--- config.mk ---
export PLATFORM = sky130hd
export DESIGN_NAME = prolog_token_lexer
export DESIGN_NICKNAME = d
export VERILOG_FILES = /design/src/rtl/ptl_pkg.sv /design/src/rtl/prolog_token_lexer.sv /design/src/rtl/ptl_step.sv /design/src/rtl/ptl_outbuf.sv
export SDC_FILE = /design/constraint.sdc
export NUM_CORES = 2
export LEC_CHECK = 0
export ABC_AREA = 1
export BUFFER_PORTS_ARGS = -buffer_cell sky130_fd_sc_hd__buf_2
export CAP_MARGIN = 20
export CORE_MARGIN = 3
export CORE_UTILIZATION = 35
export CTS_CLUSTER_DIAMETER = 30
export DETAILED_ROUTE_END_ITERATION = 10
export GPL_TIMING_DRIVEN = 0
export PLACE_DENSITY = 0.56
export SLEW_MARGIN = 20
export SYNTH_ARGS = -nofsm -noshare
export SYNTH_HDL_FRONTEND = slang
export SYNTH_SLANG_ARGS = --single-unit
--- constraint.sdc ---
create_clock -name clk -period 17.2 [get_ports clk]
set_input_delay 1.72 -clock clk [delete_from_list [all_inputs] [get_ports clk]]
set_output_delay 1.72 -clock clk [all_outputs]
set_load 0.05 [all_outputs]
--- src/rtl/ptl_pkg.sv ---
package ptl_pkg;

	// lexer modes
	typedef enum logic [3:0] {
		M_IDLE    = 4'd0,
		M_COMMENT = 4'd1,
		M_INT     = 4'd2,
		M_INT_DOT = 4'd3,
		M_REAL    = 4'd4,
		M_EXPS_I  = 4'd5,
		M_EXPS_R  = 4'd6,
		M_EXPD_I  = 4'd7,
		M_EXPD_R  = 4'd8,
		M_WORD    = 4'd9,
		M_SYMBOL  = 4'd10,
		M_QSTR    = 4'd11,
		M_QESC    = 4'd12,
		M_QDEC    = 4'd13
	} lex_mode_t;

	// character classes
	typedef enum logic [2:0] {
		C_ILL = 3'd0,
		C_WS  = 3'd1,
		C_PUN = 3'd2,
		C_STR = 3'd3,
		C_SYM = 3'd4,
		C_QUO = 3'd5,
		C_DIG = 3'd6,
		C_WRD = 3'd7
	} cls_t;

	// token kinds
	localparam logic [2:0] K_INT    = 3'd0;
	localparam logic [2:0] K_REAL   = 3'd1;
	localparam logic [2:0] K_WORD   = 3'd2;
	localparam logic [2:0] K_QUOTED = 3'd3;
	localparam logic [2:0] K_STRING = 3'd4;
	localparam logic [2:0] K_SYMBOL = 3'd5;
	localparam logic [2:0] K_PUNCT  = 3'd6;
	localparam logic [2:0] K_EOF    = 3'd7;

	// error codes
	localparam logic [1:0] E_NONE    = 2'd0;
	localparam logic [1:0] E_ILLEGAL = 2'd1;
	localparam logic [1:0] E_BIGESC  = 2'd2;
	localparam logic [1:0] E_OPENSTR = 2'd3;

	localparam logic [9:0]  MAX_TOKEN = 10'd511;
	localparam logic [30:0] INT_MAX   = 31'h7FFF_FFFF;
	localparam logic [23:0] LINE_MAX  = 24'hFF_FFFF;
	localparam logic [7:0]  ESC_SAT   = 8'd255;
	localparam logic [7:0]  ESC_MAX   = 8'd127;
	localparam int          NUM_RES   = 4;

	// characters
	localparam logic [6:0] CH_NUL   = 7'h00;
	localparam logic [6:0] CH_EOT   = 7'h04;
	localparam logic [6:0] CH_BEL   = 7'h07;
	localparam logic [6:0] CH_TAB   = 7'h09;
	localparam logic [6:0] CH_NL    = 7'h0A;
	localparam logic [6:0] CH_SPACE = 7'h20;
	localparam logic [6:0] CH_BANG  = 7'h21;
	localparam logic [6:0] CH_DQ    = 7'h22;
	localparam logic [6:0] CH_PCT   = 7'h25;
	localparam logic [6:0] CH_SQ    = 7'h27;
	localparam logic [6:0] CH_LPAR  = 7'h28;
	localparam logic [6:0] CH_RPAR  = 7'h29;
	localparam logic [6:0] CH_COMMA = 7'h2C;
	localparam logic [6:0] CH_DOT   = 7'h2E;
	localparam logic [6:0] CH_ZERO  = 7'h30;
	localparam logic [6:0] CH_NINE  = 7'h39;
	localparam logic [6:0] CH_SEMI  = 7'h3B;
	localparam logic [6:0] CH_UA    = 7'h41;
	localparam logic [6:0] CH_UE    = 7'h45;
	localparam logic [6:0] CH_UZ    = 7'h5A;
	localparam logic [6:0] CH_LBRK  = 7'h5B;
	localparam logic [6:0] CH_BSL   = 7'h5C;
	localparam logic [6:0] CH_RBRK  = 7'h5D;
	localparam logic [6:0] CH_USC   = 7'h5F;
	localparam logic [6:0] CH_LA    = 7'h61;
	localparam logic [6:0] CH_LB    = 7'h62;
	localparam logic [6:0] CH_LE    = 7'h65;
	localparam logic [6:0] CH_LN    = 7'h6E;
	localparam logic [6:0] CH_LT    = 7'h74;
	localparam logic [6:0] CH_LZ    = 7'h7A;
	localparam logic [6:0] CH_LBRC  = 7'h7B;
	localparam logic [6:0] CH_RBRC  = 7'h7D;
	localparam logic [6:0] CH_DEL   = 7'h7F;

	typedef struct packed {
		lex_mode_t   mode;
		logic [9:0]  tlen;
		logic [30:0] iacc;
		logic        cdq;
		logic        qf;
		logic [7:0]  eacc;
		logic [23:0] line;
	} lex_state_t;

	typedef struct packed {
		logic [2:0]  kind;
		logic [6:0]  tok_byte;
		logic        byte_valid;
		logic        token_last;
		logic [30:0] int_value;
		logic        needs_quote;
		logic [1:0]  err;
	} res_t;

	typedef struct packed {
		lex_state_t     st;
		logic           again;
		logic [1:0]     n;
		res_t [1:0]     res;
	} step_t;

	typedef struct packed {
		lex_state_t st;
		logic       emit;
		res_t       res;
	} put_t;

	// all results of one transaction
	typedef struct packed {
		res_t [NUM_RES-1:0] res;
		logic [2:0]         n;
	} batch_t;

	function automatic cls_t char_class(logic [6:0] c);
		cls_t cl;
		if (c >= CH_ZERO && c <= CH_NINE) cl = C_DIG;
		else if ((c >= CH_UA && c <= CH_UZ) || (c >= CH_LA && c <= CH_LZ) || c == CH_USC)
			cl = C_WRD;
		else if (c == CH_NUL || c == CH_NL || c == CH_SPACE) cl = C_WS;
		else if (c == CH_EOT || c == CH_BANG || c == CH_LPAR || c == CH_RPAR ||
			c == CH_COMMA || c == CH_SEMI || c == CH_LBRK || c == CH_RBRK ||
			c == CH_LBRC || c == CH_RBRC || c == CH_DEL) cl = C_PUN;
		else if (c == CH_DQ) cl = C_STR;
		else if (c == CH_SQ) cl = C_QUO;
		else if (c < CH_SPACE) cl = C_ILL;
		else cl = C_SYM;
		return cl;
	endfunction

	function automatic res_t mk_res(logic [2:0] kind, logic [6:0] b, logic v, logic last,
		logic [30:0] ival, logic nq, logic [1:0] err);
		res_t r;
		r.kind        = kind;
		r.tok_byte    = b;
		r.byte_valid  = v;
		r.token_last  = last;
		r.int_value   = ival;
		r.needs_quote = nq;
		r.err         = err;
		return r;
	endfunction

	// saturating decimal accumulate
	function automatic logic [30:0] add_digit(logic [30:0] acc, logic [3:0] d);
		logic [34:0] v;
		v = 35'(acc) * 35'd10 + 35'(d);
		return (v > 35'(INT_MAX)) ? INT_MAX : v[30:0];
	endfunction

	// store one token byte, subject to the length limit
	function automatic put_t put_byte(lex_state_t s, logic [2:0] kind, logic [6:0] c,
		logic [1:0] err);
		put_t p;
		cls_t cl;
		cl     = char_class(c);
		p.st   = s;
		p.emit = 1'b0;
		p.res  = mk_res(kind, c, 1'b1, 1'b0, '0, 1'b0, err);
		if (s.tlen < MAX_TOKEN) begin
			if (s.tlen == '0) p.st.qf = !(c >= CH_LA && c <= CH_LZ);
			else if (cl != C_WRD && cl != C_DIG) p.st.qf = 1'b1;
			p.st.tlen = s.tlen + 10'd1;
			p.emit    = 1'b1;
		end else if (err != E_NONE) begin
			p.emit = 1'b1;
			p.res  = mk_res(kind, '0, 1'b0, 1'b0, '0, 1'b0, err);
		end
		return p;
	endfunction

	function automatic step_t push(step_t t, res_t r);
		step_t o;
		o = t;
		o.res[t.n[0]] = r;
		o.n = t.n + 2'd1;
		return o;
	endfunction

	function automatic step_t push_put(step_t t, put_t p);
		step_t o;
		o = t;
		o.st = p.st;
		if (p.emit) o = push(o, p.res);
		return o;
	endfunction

	function automatic res_t finish_res(lex_state_t s, logic [2:0] kind, logic [1:0] err);
		return mk_res(kind, '0, 1'b0, 1'b1, (kind == K_INT) ? s.iacc : '0,
			(kind >= K_WORD && kind <= K_PUNCT) ? s.qf : 1'b0, err);
	endfunction

	function automatic lex_state_t start_token(lex_state_t s, lex_mode_t m);
		lex_state_t o;
		o      = s;
		o.mode = m;
		o.tlen = '0;
		o.qf   = 1'b1;
		o.iacc = '0;
		o.eacc = '0;
		return o;
	endfunction

	// one pass of the lexer over a character in the current mode
	function automatic step_t lex_step(lex_state_t s, logic [6:0] c, logic eoi);
		step_t      t;
		cls_t       cl;
		logic [2:0] qk;
		logic [2:0] k;
		logic [3:0] d;
		logic [11:0] v;
		lex_state_t f;
		cl      = char_class(c);
		qk      = s.cdq ? K_STRING : K_QUOTED;
		d       = 4'(c - CH_ZERO);
		v       = 12'(s.eacc) * 12'd10 + 12'(d);
		t.st    = s;
		t.again = 1'b0;
		t.n     = '0;
		t.res   = '0;
		k       = (s.mode == M_EXPS_R || s.mode == M_EXPD_R) ? K_REAL : K_INT;
		f       = s;
		f.mode  = M_IDLE;
		case (s.mode)
			M_COMMENT: begin
				if (eoi) begin
					t.st.mode = M_IDLE;
					t.again   = 1'b1;
				end else if (c == CH_NL) begin
					if (s.line < LINE_MAX) t.st.line = s.line + 24'd1;
					t.st.mode = M_IDLE;
				end
			end
			M_INT: begin
				if (eoi || !(cl == C_DIG || c == CH_DOT || c == CH_LE || c == CH_UE)) begin
					t       = push(t, finish_res(s, K_INT, E_NONE));
					t.st    = f;
					t.again = 1'b1;
				end else if (cl == C_DIG) begin
					t.st.iacc = add_digit(s.iacc, d);
					t = push_put(t, put_byte(t.st, K_INT, c, E_NONE));
				end else if (c == CH_DOT) begin
					t.st.mode = M_INT_DOT;
				end else begin
					t = push_put(t, put_byte(s, K_INT, c, E_NONE));
					t.st.mode = M_EXPS_I;
				end
			end
			M_INT_DOT: begin
				if (!eoi && cl == C_DIG) begin
					t = push_put(t, put_byte(s, K_REAL, CH_DOT, E_NONE));
					t = push_put(t, put_byte(t.st, K_REAL, c, E_NONE));
					t.st.mode = M_REAL;
				end else begin
					// integer ends; the dot opens a symbol run
					t = push(t, finish_res(s, K_INT, E_NONE));
					t = push_put(t, put_byte(start_token(s, M_SYMBOL), K_SYMBOL, CH_DOT,
						E_NONE));
					t.again = 1'b1;
				end
			end
			M_REAL: begin
				if (eoi || !(cl == C_DIG || c == CH_LE || c == CH_UE)) begin
					t       = push(t, finish_res(s, K_REAL, E_NONE));
					t.st    = f;
					t.again = 1'b1;
				end else if (cl == C_DIG) begin
					t = push_put(t, put_byte(s, K_REAL, c, E_NONE));
				end else begin
					t = push_put(t, put_byte(s, K_REAL, c, E_NONE));
					t.st.mode = M_EXPS_R;
				end
			end
			M_EXPS_I, M_EXPS_R: begin
				if (eoi) begin
					t       = push(t, finish_res(s, k, E_NONE));
					t.st    = f;
					t.again = 1'b1;
				end else begin
					t = push_put(t, put_byte(s, k, c, E_NONE));
					t.st.mode = (k == K_REAL) ? M_EXPD_R : M_EXPD_I;
				end
			end
			M_EXPD_I, M_EXPD_R: begin
				if (!eoi && cl == C_DIG) begin
					t = push_put(t, put_byte(s, k, c, E_NONE));
				end else begin
					t       = push(t, finish_res(s, k, E_NONE));
					t.st    = f;
					t.again = 1'b1;
				end
			end
			M_WORD: begin
				if (!eoi && (cl == C_WRD || cl == C_DIG)) begin
					t = push_put(t, put_byte(s, K_WORD, c, E_NONE));
				end else begin
					t       = push(t, finish_res(s, K_WORD, E_NONE));
					t.st    = f;
					t.again = 1'b1;
				end
			end
			M_SYMBOL: begin
				if (!eoi && cl == C_SYM) begin
					t = push_put(t, put_byte(s, K_SYMBOL, c, E_NONE));
				end else begin
					t       = push(t, finish_res(s, K_SYMBOL, E_NONE));
					t.st    = f;
					t.again = 1'b1;
				end
			end
			M_QSTR: begin
				if (eoi) begin
					t       = push(t, finish_res(s, qk, E_OPENSTR));
					t.st    = f;
					t.again = 1'b1;
				end else if ((s.cdq && c == CH_DQ) || (!s.cdq && c == CH_SQ)) begin
					t    = push(t, finish_res(s, qk, E_NONE));
					t.st = f;
				end else if (c == CH_BSL) begin
					t.st.mode = M_QESC;
				end else begin
					t = push_put(t, put_byte(s, qk, c, E_NONE));
				end
			end
			M_QESC: begin
				if (eoi) begin
					t       = push(t, finish_res(s, qk, E_OPENSTR));
					t.st    = f;
					t.again = 1'b1;
				end else if (c == CH_LB) begin
					t = push_put(t, put_byte(s, qk, CH_BEL, E_NONE));
					t.st.mode = M_QSTR;
				end else if (c == CH_LN) begin
					t = push_put(t, put_byte(s, qk, CH_NL, E_NONE));
					t.st.mode = M_QSTR;
				end else if (c == CH_LT) begin
					t = push_put(t, put_byte(s, qk, CH_TAB, E_NONE));
					t.st.mode = M_QSTR;
				end else if (cl == C_DIG) begin
					t.st.eacc = 8'(d);
					t.st.mode = M_QDEC;
				end else begin
					t = push_put(t, put_byte(s, qk, c, E_NONE));
					t.st.mode = M_QSTR;
				end
			end
			M_QDEC: begin
				if (!eoi && cl == C_DIG) begin
					t.st.eacc = (v > 12'(ESC_SAT)) ? ESC_SAT : v[7:0];
				end else begin
					// range test on the saturated value, before the cut to 7 bits
					if (s.eacc > ESC_MAX) t = push_put(t, put_byte(s, qk, CH_DEL, E_BIGESC));
					else t = push_put(t, put_byte(s, qk, s.eacc[6:0], E_NONE));
					t.st.mode = M_QSTR;
					t.again   = 1'b1;
				end
			end
			default: begin
				t.st.mode = M_IDLE;
				if (eoi) begin
					t = push(t, mk_res(K_EOF, '0, 1'b0, 1'b1, '0, 1'b0, E_NONE));
				end else if (c == CH_SPACE || c == CH_TAB) begin
					t.st.mode = M_IDLE;
				end else if (c == CH_NL) begin
					if (s.line < LINE_MAX) t.st.line = s.line + 24'd1;
				end else if (c == CH_PCT) begin
					t.st.mode = M_COMMENT;
				end else begin
					case (cl)
						C_DIG: begin
							t.st      = start_token(s, M_INT);
							t.st.iacc = add_digit('0, d);
							t = push_put(t, put_byte(t.st, K_INT, c, E_NONE));
						end
						C_WRD: t = push_put(t, put_byte(start_token(s, M_WORD), K_WORD, c,
							E_NONE));
						C_SYM: t = push_put(t, put_byte(start_token(s, M_SYMBOL), K_SYMBOL,
							c, E_NONE));
						C_QUO, C_STR: begin
							t.st     = start_token(s, M_QSTR);
							t.st.cdq = (cl == C_STR);
						end
						C_PUN: begin
							t.st      = start_token(s, M_IDLE);
							t.st.tlen = 10'd1;
							t = push(t, mk_res(K_PUNCT, c, 1'b1, 1'b1, '0, 1'b1, E_NONE));
						end
						default: t = push(t, mk_res(K_PUNCT, c, 1'b0, 1'b1, '0, 1'b0,
							E_ILLEGAL));
					endcase
				end
			end
		endcase
		return t;
	endfunction

endpackage

--- src/rtl/prolog_token_lexer.sv ---
// channel  signals                                    direction
// in       in_valid, in_ready, ch, end_of_input       to block
// out      out_valid, out_ready, kind, tok_byte,      from block
//          byte_valid, token_last, int_value,
//          needs_quote, err, line_number
// A character waits in the input register until the queue has room, then all of its
// results (zero to four) are loaded at once into a four-slot result queue.
// The queue drains one result per cycle while out_ready is high; the next
// character is loaded as the last result leaves.
// Reset clears the lexer state, the line count and both valid flags.
module prolog_token_lexer (
	input  logic        clk,
	input  logic        arst_n,
	input  logic        in_valid,
	output logic        in_ready,
	input  logic [6:0]  ch,
	input  logic        end_of_input,
	output logic        out_valid,
	input  logic        out_ready,
	output logic [2:0]  kind,
	output logic [6:0]  tok_byte,
	output logic        byte_valid,
	output logic        token_last,
	output logic [30:0] int_value,
	output logic        needs_quote,
	output logic [1:0]  err,
	output logic [23:0] line_number
);
	import ptl_pkg::*;

	logic       valid_s1;
	logic [6:0] ch_s1;
	logic       eoi_s1;
	logic       room;
	logic       load;
	batch_t     batch;
	res_t       head;

	assign load     = valid_s1 && room;
	assign in_ready = !valid_s1 || load;

	// input register
	always_ff @(posedge clk or negedge arst_n) begin
		if (!arst_n) begin
			valid_s1 <= 1'b0;
		end else if (in_valid && in_ready) begin
			valid_s1 <= 1'b1;
		end else if (load) begin
			valid_s1 <= 1'b0;
		end
	end

	always_ff @(posedge clk) begin
		if (in_valid && in_ready) begin
			ch_s1  <= ch;
			eoi_s1 <= end_of_input;
		end
	end

	ptl_step u_step (
		.clk         (clk),
		.arst_n      (arst_n),
		.load        (load),
		.ch          (ch_s1),
		.eoi         (eoi_s1),
		.batch       (batch),
		.line_number (line_number)
	);

	ptl_outbuf u_outbuf (
		.clk       (clk),
		.arst_n    (arst_n),
		.load      (load),
		.batch     (batch),
		.pop       (out_ready),
		.room      (room),
		.out_valid (out_valid),
		.head      (head)
	);

	assign kind        = head.kind;
	assign tok_byte    = head.tok_byte;
	assign byte_valid  = head.byte_valid;
	assign token_last  = head.token_last;
	assign int_value   = head.int_value;
	assign needs_quote = head.needs_quote;
	assign err         = head.err;

`ifndef SYNTHESIS
	// a held character is never dropped before it is processed
	a_hold_s1: assert property (@(posedge clk) disable iff (!arst_n)
		(valid_s1 && !load) |=> valid_s1) else $error("input item lost");
	// one character never yields more than four results
	a_batch_n: assert property (@(posedge clk) disable iff (!arst_n)
		load |-> (batch.n <= 3'd4)) else $error("too many results");
	// end-of-file results always close a token
	a_eof_last: assert property (@(posedge clk) disable iff (!arst_n)
		(out_valid && kind == K_EOF) |-> token_last) else $error("open end-of-file");
`endif

endmodule

--- src/rtl/ptl_step.sv ---
module ptl_step (
	input  logic            clk,
	input  logic            arst_n,
	input  logic            load,
	input  logic [6:0]      ch,
	input  logic            eoi,
	output ptl_pkg::batch_t batch,
	output logic [23:0]     line_number
);
	import ptl_pkg::*;

	lex_state_t  state_q;
	lex_state_t  state_d;
	logic [23:0] line_q;

	// up to four passes over the held character
	always_comb begin
		lex_state_t s;
		step_t      t;
		logic       go;
		s     = state_q;
		t     = '0;
		go    = 1'b1;
		batch = '0;
		for (int i = 0; i < NUM_RES; i++) begin
			if (go) begin
				t = lex_step(s, ch, eoi);
				for (int j = 0; j < 2; j++) begin
					if (2'(j) < t.n && batch.n < 3'(NUM_RES)) begin
						batch.res[batch.n[1:0]] = t.res[j];
						batch.n = batch.n + 3'd1;
					end
				end
				s  = t.st;
				go = t.again;
			end
		end
		state_d = s;
	end

	// lexer state
	always_ff @(posedge clk or negedge arst_n) begin
		if (!arst_n) begin
			state_q <= '0;
		end else if (load) begin
			state_q <= state_d;
		end
	end

	// a newline is always the last pass of a transaction, so every result of
	// a batch carries the line count from before that transaction
	always_ff @(posedge clk or negedge arst_n) begin
		if (!arst_n) begin
			line_q <= '0;
		end else if (load) begin
			line_q <= state_q.line;
		end
	end

	assign line_number = line_q;

endmodule

--- src/rtl/ptl_outbuf.sv ---
module ptl_outbuf (
	input  logic            clk,
	input  logic            arst_n,
	input  logic            load,
	input  ptl_pkg::batch_t batch,
	input  logic            pop,
	output logic            room,
	output logic            out_valid,
	output ptl_pkg::res_t   head
);
	import ptl_pkg::*;

	res_t [NUM_RES-1:0] buf_q;
	logic [2:0]         cnt_q;
	logic               take;

	assign out_valid = (cnt_q != '0);
	assign take      = pop && out_valid;
	// the next batch may enter when the last queued result leaves
	assign room      = (cnt_q == '0) || (cnt_q == 3'd1 && take);
	assign head      = buf_q[0];

	// fill count
	always_ff @(posedge clk or negedge arst_n) begin
		if (!arst_n) begin
			cnt_q <= '0;
		end else if (load) begin
			cnt_q <= batch.n;
		end else if (take) begin
			cnt_q <= cnt_q - 3'd1;
		end
	end

	// result slots, head at index 0
	always_ff @(posedge clk) begin
		if (load) begin
			buf_q <= batch.res;
		end else if (take) begin
			for (int i = 0; i < NUM_RES - 1; i++) buf_q[i] <= buf_q[i+1];
		end
	end

endmodule

# ---- Yosys cells after proc, flatten, opt, wreduce, memory -nomap -nowiden
# Cells that the tools add are included.
dict set report word_totals {
  regBits 299
  in_bits 12
  output_inout_bits 72
  elab_cells 2086
}
dict set report op_classes {
  add_sub_neg 33
  multipliers 8
  magnitude_cmp 113
  eq_ne 306
  n_mux 1280
  n_reduce_logical 306
}
# operator n
set ops {}
lappend ops {{$mux 174} 95}
lappend ops {{$mux 93} 80}
lappend ops {{$mux 170} 38}
lappend ops {{$pmux 94 s11} 4}
lappend ops {{$mux 187} 13}
lappend ops {{$pmux 51 s11} 4}
lappend ops {{$mux 79} 26}
lappend ops {{$pmux 79 s5} 4}
lappend ops {{$mux 173} 8}
lappend ops {{$bwmux 184} 7}
lappend ops {{$pmux 25 s11} 4}
lappend ops {{$mux 94} 11}
lappend ops {{$pmux 95 s5} 2}
lappend ops {{$pmux 93 s5} 2}
lappend ops {{$mux 3} 264}
lappend ops {{$mux 47} 14}
lappend ops {{$demux 46 s2} 7}
lappend ops {{$mux 46} 13}
lappend ops {{$mux 1} 574}
lappend ops {{$mux 128} 4}
lappend ops {{$mux 119} 4}
lappend ops {{$ne 3x3->1 const B} 136}
lappend ops {{$mux 31} 13}
lappend ops {{$mux 24} 16}
lappend ops {{61 further kinds} 703}

# ---- Depth between registers and ports, before layout
dict set report depth {
  word_depth 143
  ltp_mapped 69
  mapped_depth_nobuf 67
}

# ---- Cells and area by module
# From an unflattened synthesis, not the netlist that was laid out.
dict set report unflattened {
  cells_unflattened 5271
  hier_area_um2 33703.6
}
# module instances cells_each area_each_um2 seq_area_each_um2
set by_module_without_submodules {}
lappend by_module_without_submodules {ptl_step 1 4548 25575.8 2577.5}
lappend by_module_without_submodules {ptl_outbuf 1 707 7835.0 5600.4}
lappend by_module_without_submodules {prolog_token_lexer 1 16 292.8 265.3}

# ---- Worst setup path before layout
# Ideal clock, no wire load.
dict set report synth_path {
  kind {reg2reg}
  startpoint {register u_step.state_q[35] (netlist name)}
  endpoint {register u_step.state_q[35] (netlist name)}
  setup_ns 0.117
  arrival_time_ns 8.813
  required_time_ns 17.083
  slack_ns 8.270
  stages_incl_launch_ff 56
  n_path_buf 2
  period_less_slack_ns 8.930
  cell_sequence {dfrtp_1 -> ha_1 -> ha_1 -> fa_1 -> nand3_1 -> nand2_1 -> a21boi_1 -> o21ai_0 -> xor2_1 -> inv_1 -> nor3_1 -> nand3_1 -> inv_1 -> nand3_1 -> nor3_1 -> nand3_1 -> inv_1 -> nand4_1 -> [... 20 more ...] -> o21ai_0 -> xor2_1 -> inv_1 -> nor2_1 -> inv_1 -> nor3_1 -> nand3_1 -> nor4_1 -> nand3_1 -> a21oi_1 -> buf_2 -> nand3_1 -> nand2_1 -> nand2_1 -> nand2_1 -> nand2_1 -> nand2_1 -> nand2_1}
}
dict set report synth_between {
  elab_chain_len 61
  word_cells_on_any_way 164
  classes_between {add/sub (4); mul (4); order compare (4); mux (152)}
}
# item line
set synth_rtl {}
lappend synth_rtl {{start: declaration} ptl_step.sv:12} ;# lex_state_t state_q;
lappend synth_rtl {{start signal: assignment} ptl_step.sv:46} ;# state_q <= state_d;
lappend synth_rtl {{branches (longest 10 deep; another with $add 35x4->35)} n/a}
lappend synth_rtl {{$pmux 51 s11 *} ptl_pkg.sv:239} ;# case (s.mode)
lappend synth_rtl {{branches (longest 17 deep; another with $add 35x4->35)} n/a}
lappend synth_rtl {{$mux 79 *} ptl_step.sv:26} ;# if (go) begin
lappend synth_rtl {{branches (longest 17 deep; another with $add 35x4->35)} n/a}
lappend synth_rtl {{$mux 79 *} ptl_step.sv:26}
lappend synth_rtl {{branches (longest 13 deep; another with $add 35x4->35)} n/a}
lappend synth_rtl {{$mux 79 *} ptl_step.sv:26}
# Every way passes the cells marked *. The select of a mux whose other input is x is not followed.
# A chain may end at the register's enable or synchronous reset.

# ---- Final worst setup path
dict set report layout_path {
  startpoint {register u_step.state_q[37] (netlist name)}
  endpoint {register u_step.state_q[61] (netlist name)}
}
dict set report layout_between {
  elab_chain_len 57
  word_cells_on_any_way 164
  classes_between {add/sub (4); mul (4); order compare (4); mux (152)}
}
# item line
set layout_rtl {}
lappend layout_rtl {{$mul 31x3->34} ptl_pkg.sv:162} ;# v = 35'(acc) * 35'd10 + 35'(d);
lappend layout_rtl {{$add 35x4->35} ptl_pkg.sv:162}
lappend layout_rtl {{$gt 35x31->1} ptl_pkg.sv:163} ;# return (v > 35'(INT_MAX)) ? INT_MAX : v[30:0];
lappend layout_rtl {{$mux 31} ptl_pkg.sv:163}
lappend layout_rtl {{$mux 174} ptl_pkg.sv:254} ;# end else if (cl == C_DIG) begin
lappend layout_rtl {{$mux 174} ptl_pkg.sv:250} ;# if (eoi || !(cl == C_DIG || c == CH_DOT || c == CH_LE || c == CH_UE)) begin
lappend layout_rtl {{$pmux 51 s11 *} ptl_pkg.sv:239}
lappend layout_rtl {{branches (longest 17 deep; another with $add 35x4->35)} n/a}
lappend layout_rtl {{$mux 79 *} ptl_step.sv:26}
lappend layout_rtl {{branches (longest 17 deep; another with $add 35x4->35)} n/a}
lappend layout_rtl {{$mux 79 *} ptl_step.sv:26}
lappend layout_rtl {{branches (longest 13 deep; another with $add 35x4->35)} n/a}
lappend layout_rtl {{$mux 79 *} ptl_step.sv:26}
# Marks and branches as above.

==> flow_summary_export.csv <==
group,metric,value,unit
timing,min_period,11900,ps
timing,max_freq,84.00,MHz
timing,grt_setup_unrepaired,"no",
cells_and_area,final_cells,7116,
drt,drc,0,
drt,first_pass_iters,6,
synth,yosysSeqAreaShare,0.2433,
synth,syn-instance-count,5564,
drt,drt-total-wl,164900,microns
cells_and_area,final_nets,5967,
setup_path,worstPathMaxFanout,10,
timing,tns,0,ps
synth,synth_ff_type,"edfxtp_1",
drt,wl_met3,13860,microns
clock_network,cts.sinks,299,
grt,antenna_found_initial,3,
timing,hold_viol_final,0,
synth,syn-mean-instance-area,6.238,sq um
setup_path,crit_top_cell,"nand2_1",
drt,dr.first_iter.drc_count,4868,
setup_path,cp.arrival,12450,ps
worst_hold_path,hold_depth,2,
clock_network,postCtsSetupBuffers,0,
grt,grt_pass1_vias,37570,
die,core-area,0.09756,sq mm
synth,synthesis.area,0.03471,sq mm
clock_network,clkLatencyLatePin,670,ps
synth,yosys-top-cells-area,"nand2_1, edfxtp_1, nand3_1",
clock_network,clockBufferDepth,3,
timing,tightest_slew,1227,ps
synth,synth_seq_cells,299,
placed_design,dp_cells,6959,
worst_hold_path,min_from,"u_step.line_number[6]",
setup_path,reg2reg_from,"u_step.state_q[37]",
setup_path,reg2reg_setup_slack,5300,ps
grt,track_usage,0.3106,
setup_path,endpoint_kind,"register",
drt,wire_per_inst,23.17,microns
grt,grt_pass1_wl,241500,microns
clock_network,cts_tree,"done",
synth,ys_warn_count,0,
clock_network,h-tree-depth,3,
setup_path,reg2reg_to,"u_step.state_q[61]",
timing,slew_headroom,0.1821,
clock_network,post_cts_resized,0,
run_status,outcome,"complete, no violations",
synth,yosysUniqueCellTypes,78,
worst_hold_path,hold_path_end,"u_step.line_number[6]",
setup_path,worstPathRequired,17740,ps
drt,via_per_inst,5.625,
synth,synthMostInstantiatedCell,"nand2_1",
synth,synth_edf_count,192,
clock_network,clkTransAtPathRegs,50,ps
die,die_area,0.1030,sq mm
setup_path,reg2reg_depth,55,
worst_hold_path,min_path_type,"register to register",
timing,setup_viol,0,
synth,yosys-top-cells-count,"nand2_1, nand3_1, inv_1",
synth,synthArstFlopShare,0.3579,
timing,fin_crit_sh,0.6921,
clock_network,numCtsBuffers,83,
drt,wl_met1,68450,microns
placed_design,gp_congestion,1.025,
clock_network,hold_buffers,0,
synth,synth_top_area_frac,0.1759,
setup_path,crit_path_top_delay_cell,"o221ai_1",
timing,slew_violations,0,
grt,gr-total-overflow,0,
clock_network,root_buffer,"clkbuf_16",
die,rows,114,
cells_and_area,syn2layout_area_growth,15.48,%
setup_path,critPathLaunchType,"register",
drt,postRouteAntennaNets,0,
synth,yosys.area.top_type,"nand2_1",
placed_design,dp_hpwl,131100,microns
drt,top_layer,"met4",
die,io_pins,84,
timing,skew,67.44,ps
grt,grt_max_degree,67,
drt,vias,40020,
die,start_util,0.3558,
job,drv_cap,0,
drt,met2_length,72700,microns
setup_path,cpPeakStageDelay,780,ps
die,die_h,320.9,microns
setup_path,crit_type,"register to register",
cells_and_area,drive_above_1_share,0.09676,
die,die_width,320.9,microns
placed_design,io_buffers,83,
## placed cells by master (no fill, tap or decap), drive strengths merged, types with 101 or more instances in the layout
cell / n
nand2: 1675
inv: 622
nor2: 577
nand3: 558
o21ai: 399
a21oi: 317
clkbuf: 278
buf: 213
edfxtp: 192
ha: 178
xor2: 117
dfrtp: 107
nand4: 101
## logic make-up after synthesis
family,synth area share
AOI/OAI and AO/OA,0.1583
other,0.0001080
buffers and inverters,0.1103
xor gates and xnor gates,0.04008
DFF,0.2433
and+or+nand+nor,0.3793
adders and majority gates,0.06878
## sequential cells by signal, summed over array words and instances, names as in the netlist
signal / count
u_step.line_number: 24
u_outbuf.cnt_q: 3
ch_s1: 7
valid_s1: 1
u_step.state_q: 79
u_outbuf.head: 46
u_outbuf.buf_q: 138
eoi_s1: 1
## cell type report
class                           count  area [sq um]
Sequential cell                   299          8443
Clock inverter                     56         832.0
Clock buffer                       99          2187
Fill cell                       10640         57480
Inverter                          629          2371
Tap cell                         1276          1597
Multi-Input combinational cell   4364         22630
Antenna cell                        1         2.502
Timing Repair Buffer               89         558.0
Buffer                            303          1463
## routing by layer
layer	vias up	global-route usage
met1	18620	0.4043
li1	18850	-
met4	0	0.1629
met2	2080	0.4975
met5	-	0
met3	471	0.04876
## worst max-delay path, delay by kind of cell (launching register included)
kind / cells / cell delay (ps)
buffers and inverters: 6 / 1200
AND/OR/NAND/NOR: 24 / 3270
XOR/XNOR: 3 / 670
flip-flops: 1 / 470
AO/OA/AOI/OAI: 18 / 4600
adder cells (fa/ha/maj): 4 / 1560
## how the worst max path moves through the flow
stage               depth (start not counted)                  to  slack [ps]                from
floorplan                                  55  u_step.state_q[35]        8270  u_step.state_q[35]
global placement                           55  u_step.state_q[63]        5460  u_step.state_q[37]
detailed placement                         55  u_step.state_q[62]        5430  u_step.state_q[37]
CTS                                        55  u_step.state_q[63]        5450  u_step.state_q[37]
global route                               57  u_step.state_q[61]        4380  u_step.state_q[37]
finish                                     55  u_step.state_q[61]        5300  u_step.state_q[37]
## per-stage QoR
stage               worst slack (ps)  cell area (sq um)  utilization  hold slack, ps
detailed placement              5435              37050       0.3798           470.4
CTS                             5448              40070       0.4107           480.5
global placement                5462              36840       0.3776           461.1
finish                          5295              40080       0.4108           474.1
global route                    4382              40080       0.4108           493.1
floorplan                       8270              34830            -           474.7
Power is left out: the tool's default activity adds up to more than one toggle a clock period on the data nets, which glitch-free logic cannot reach.
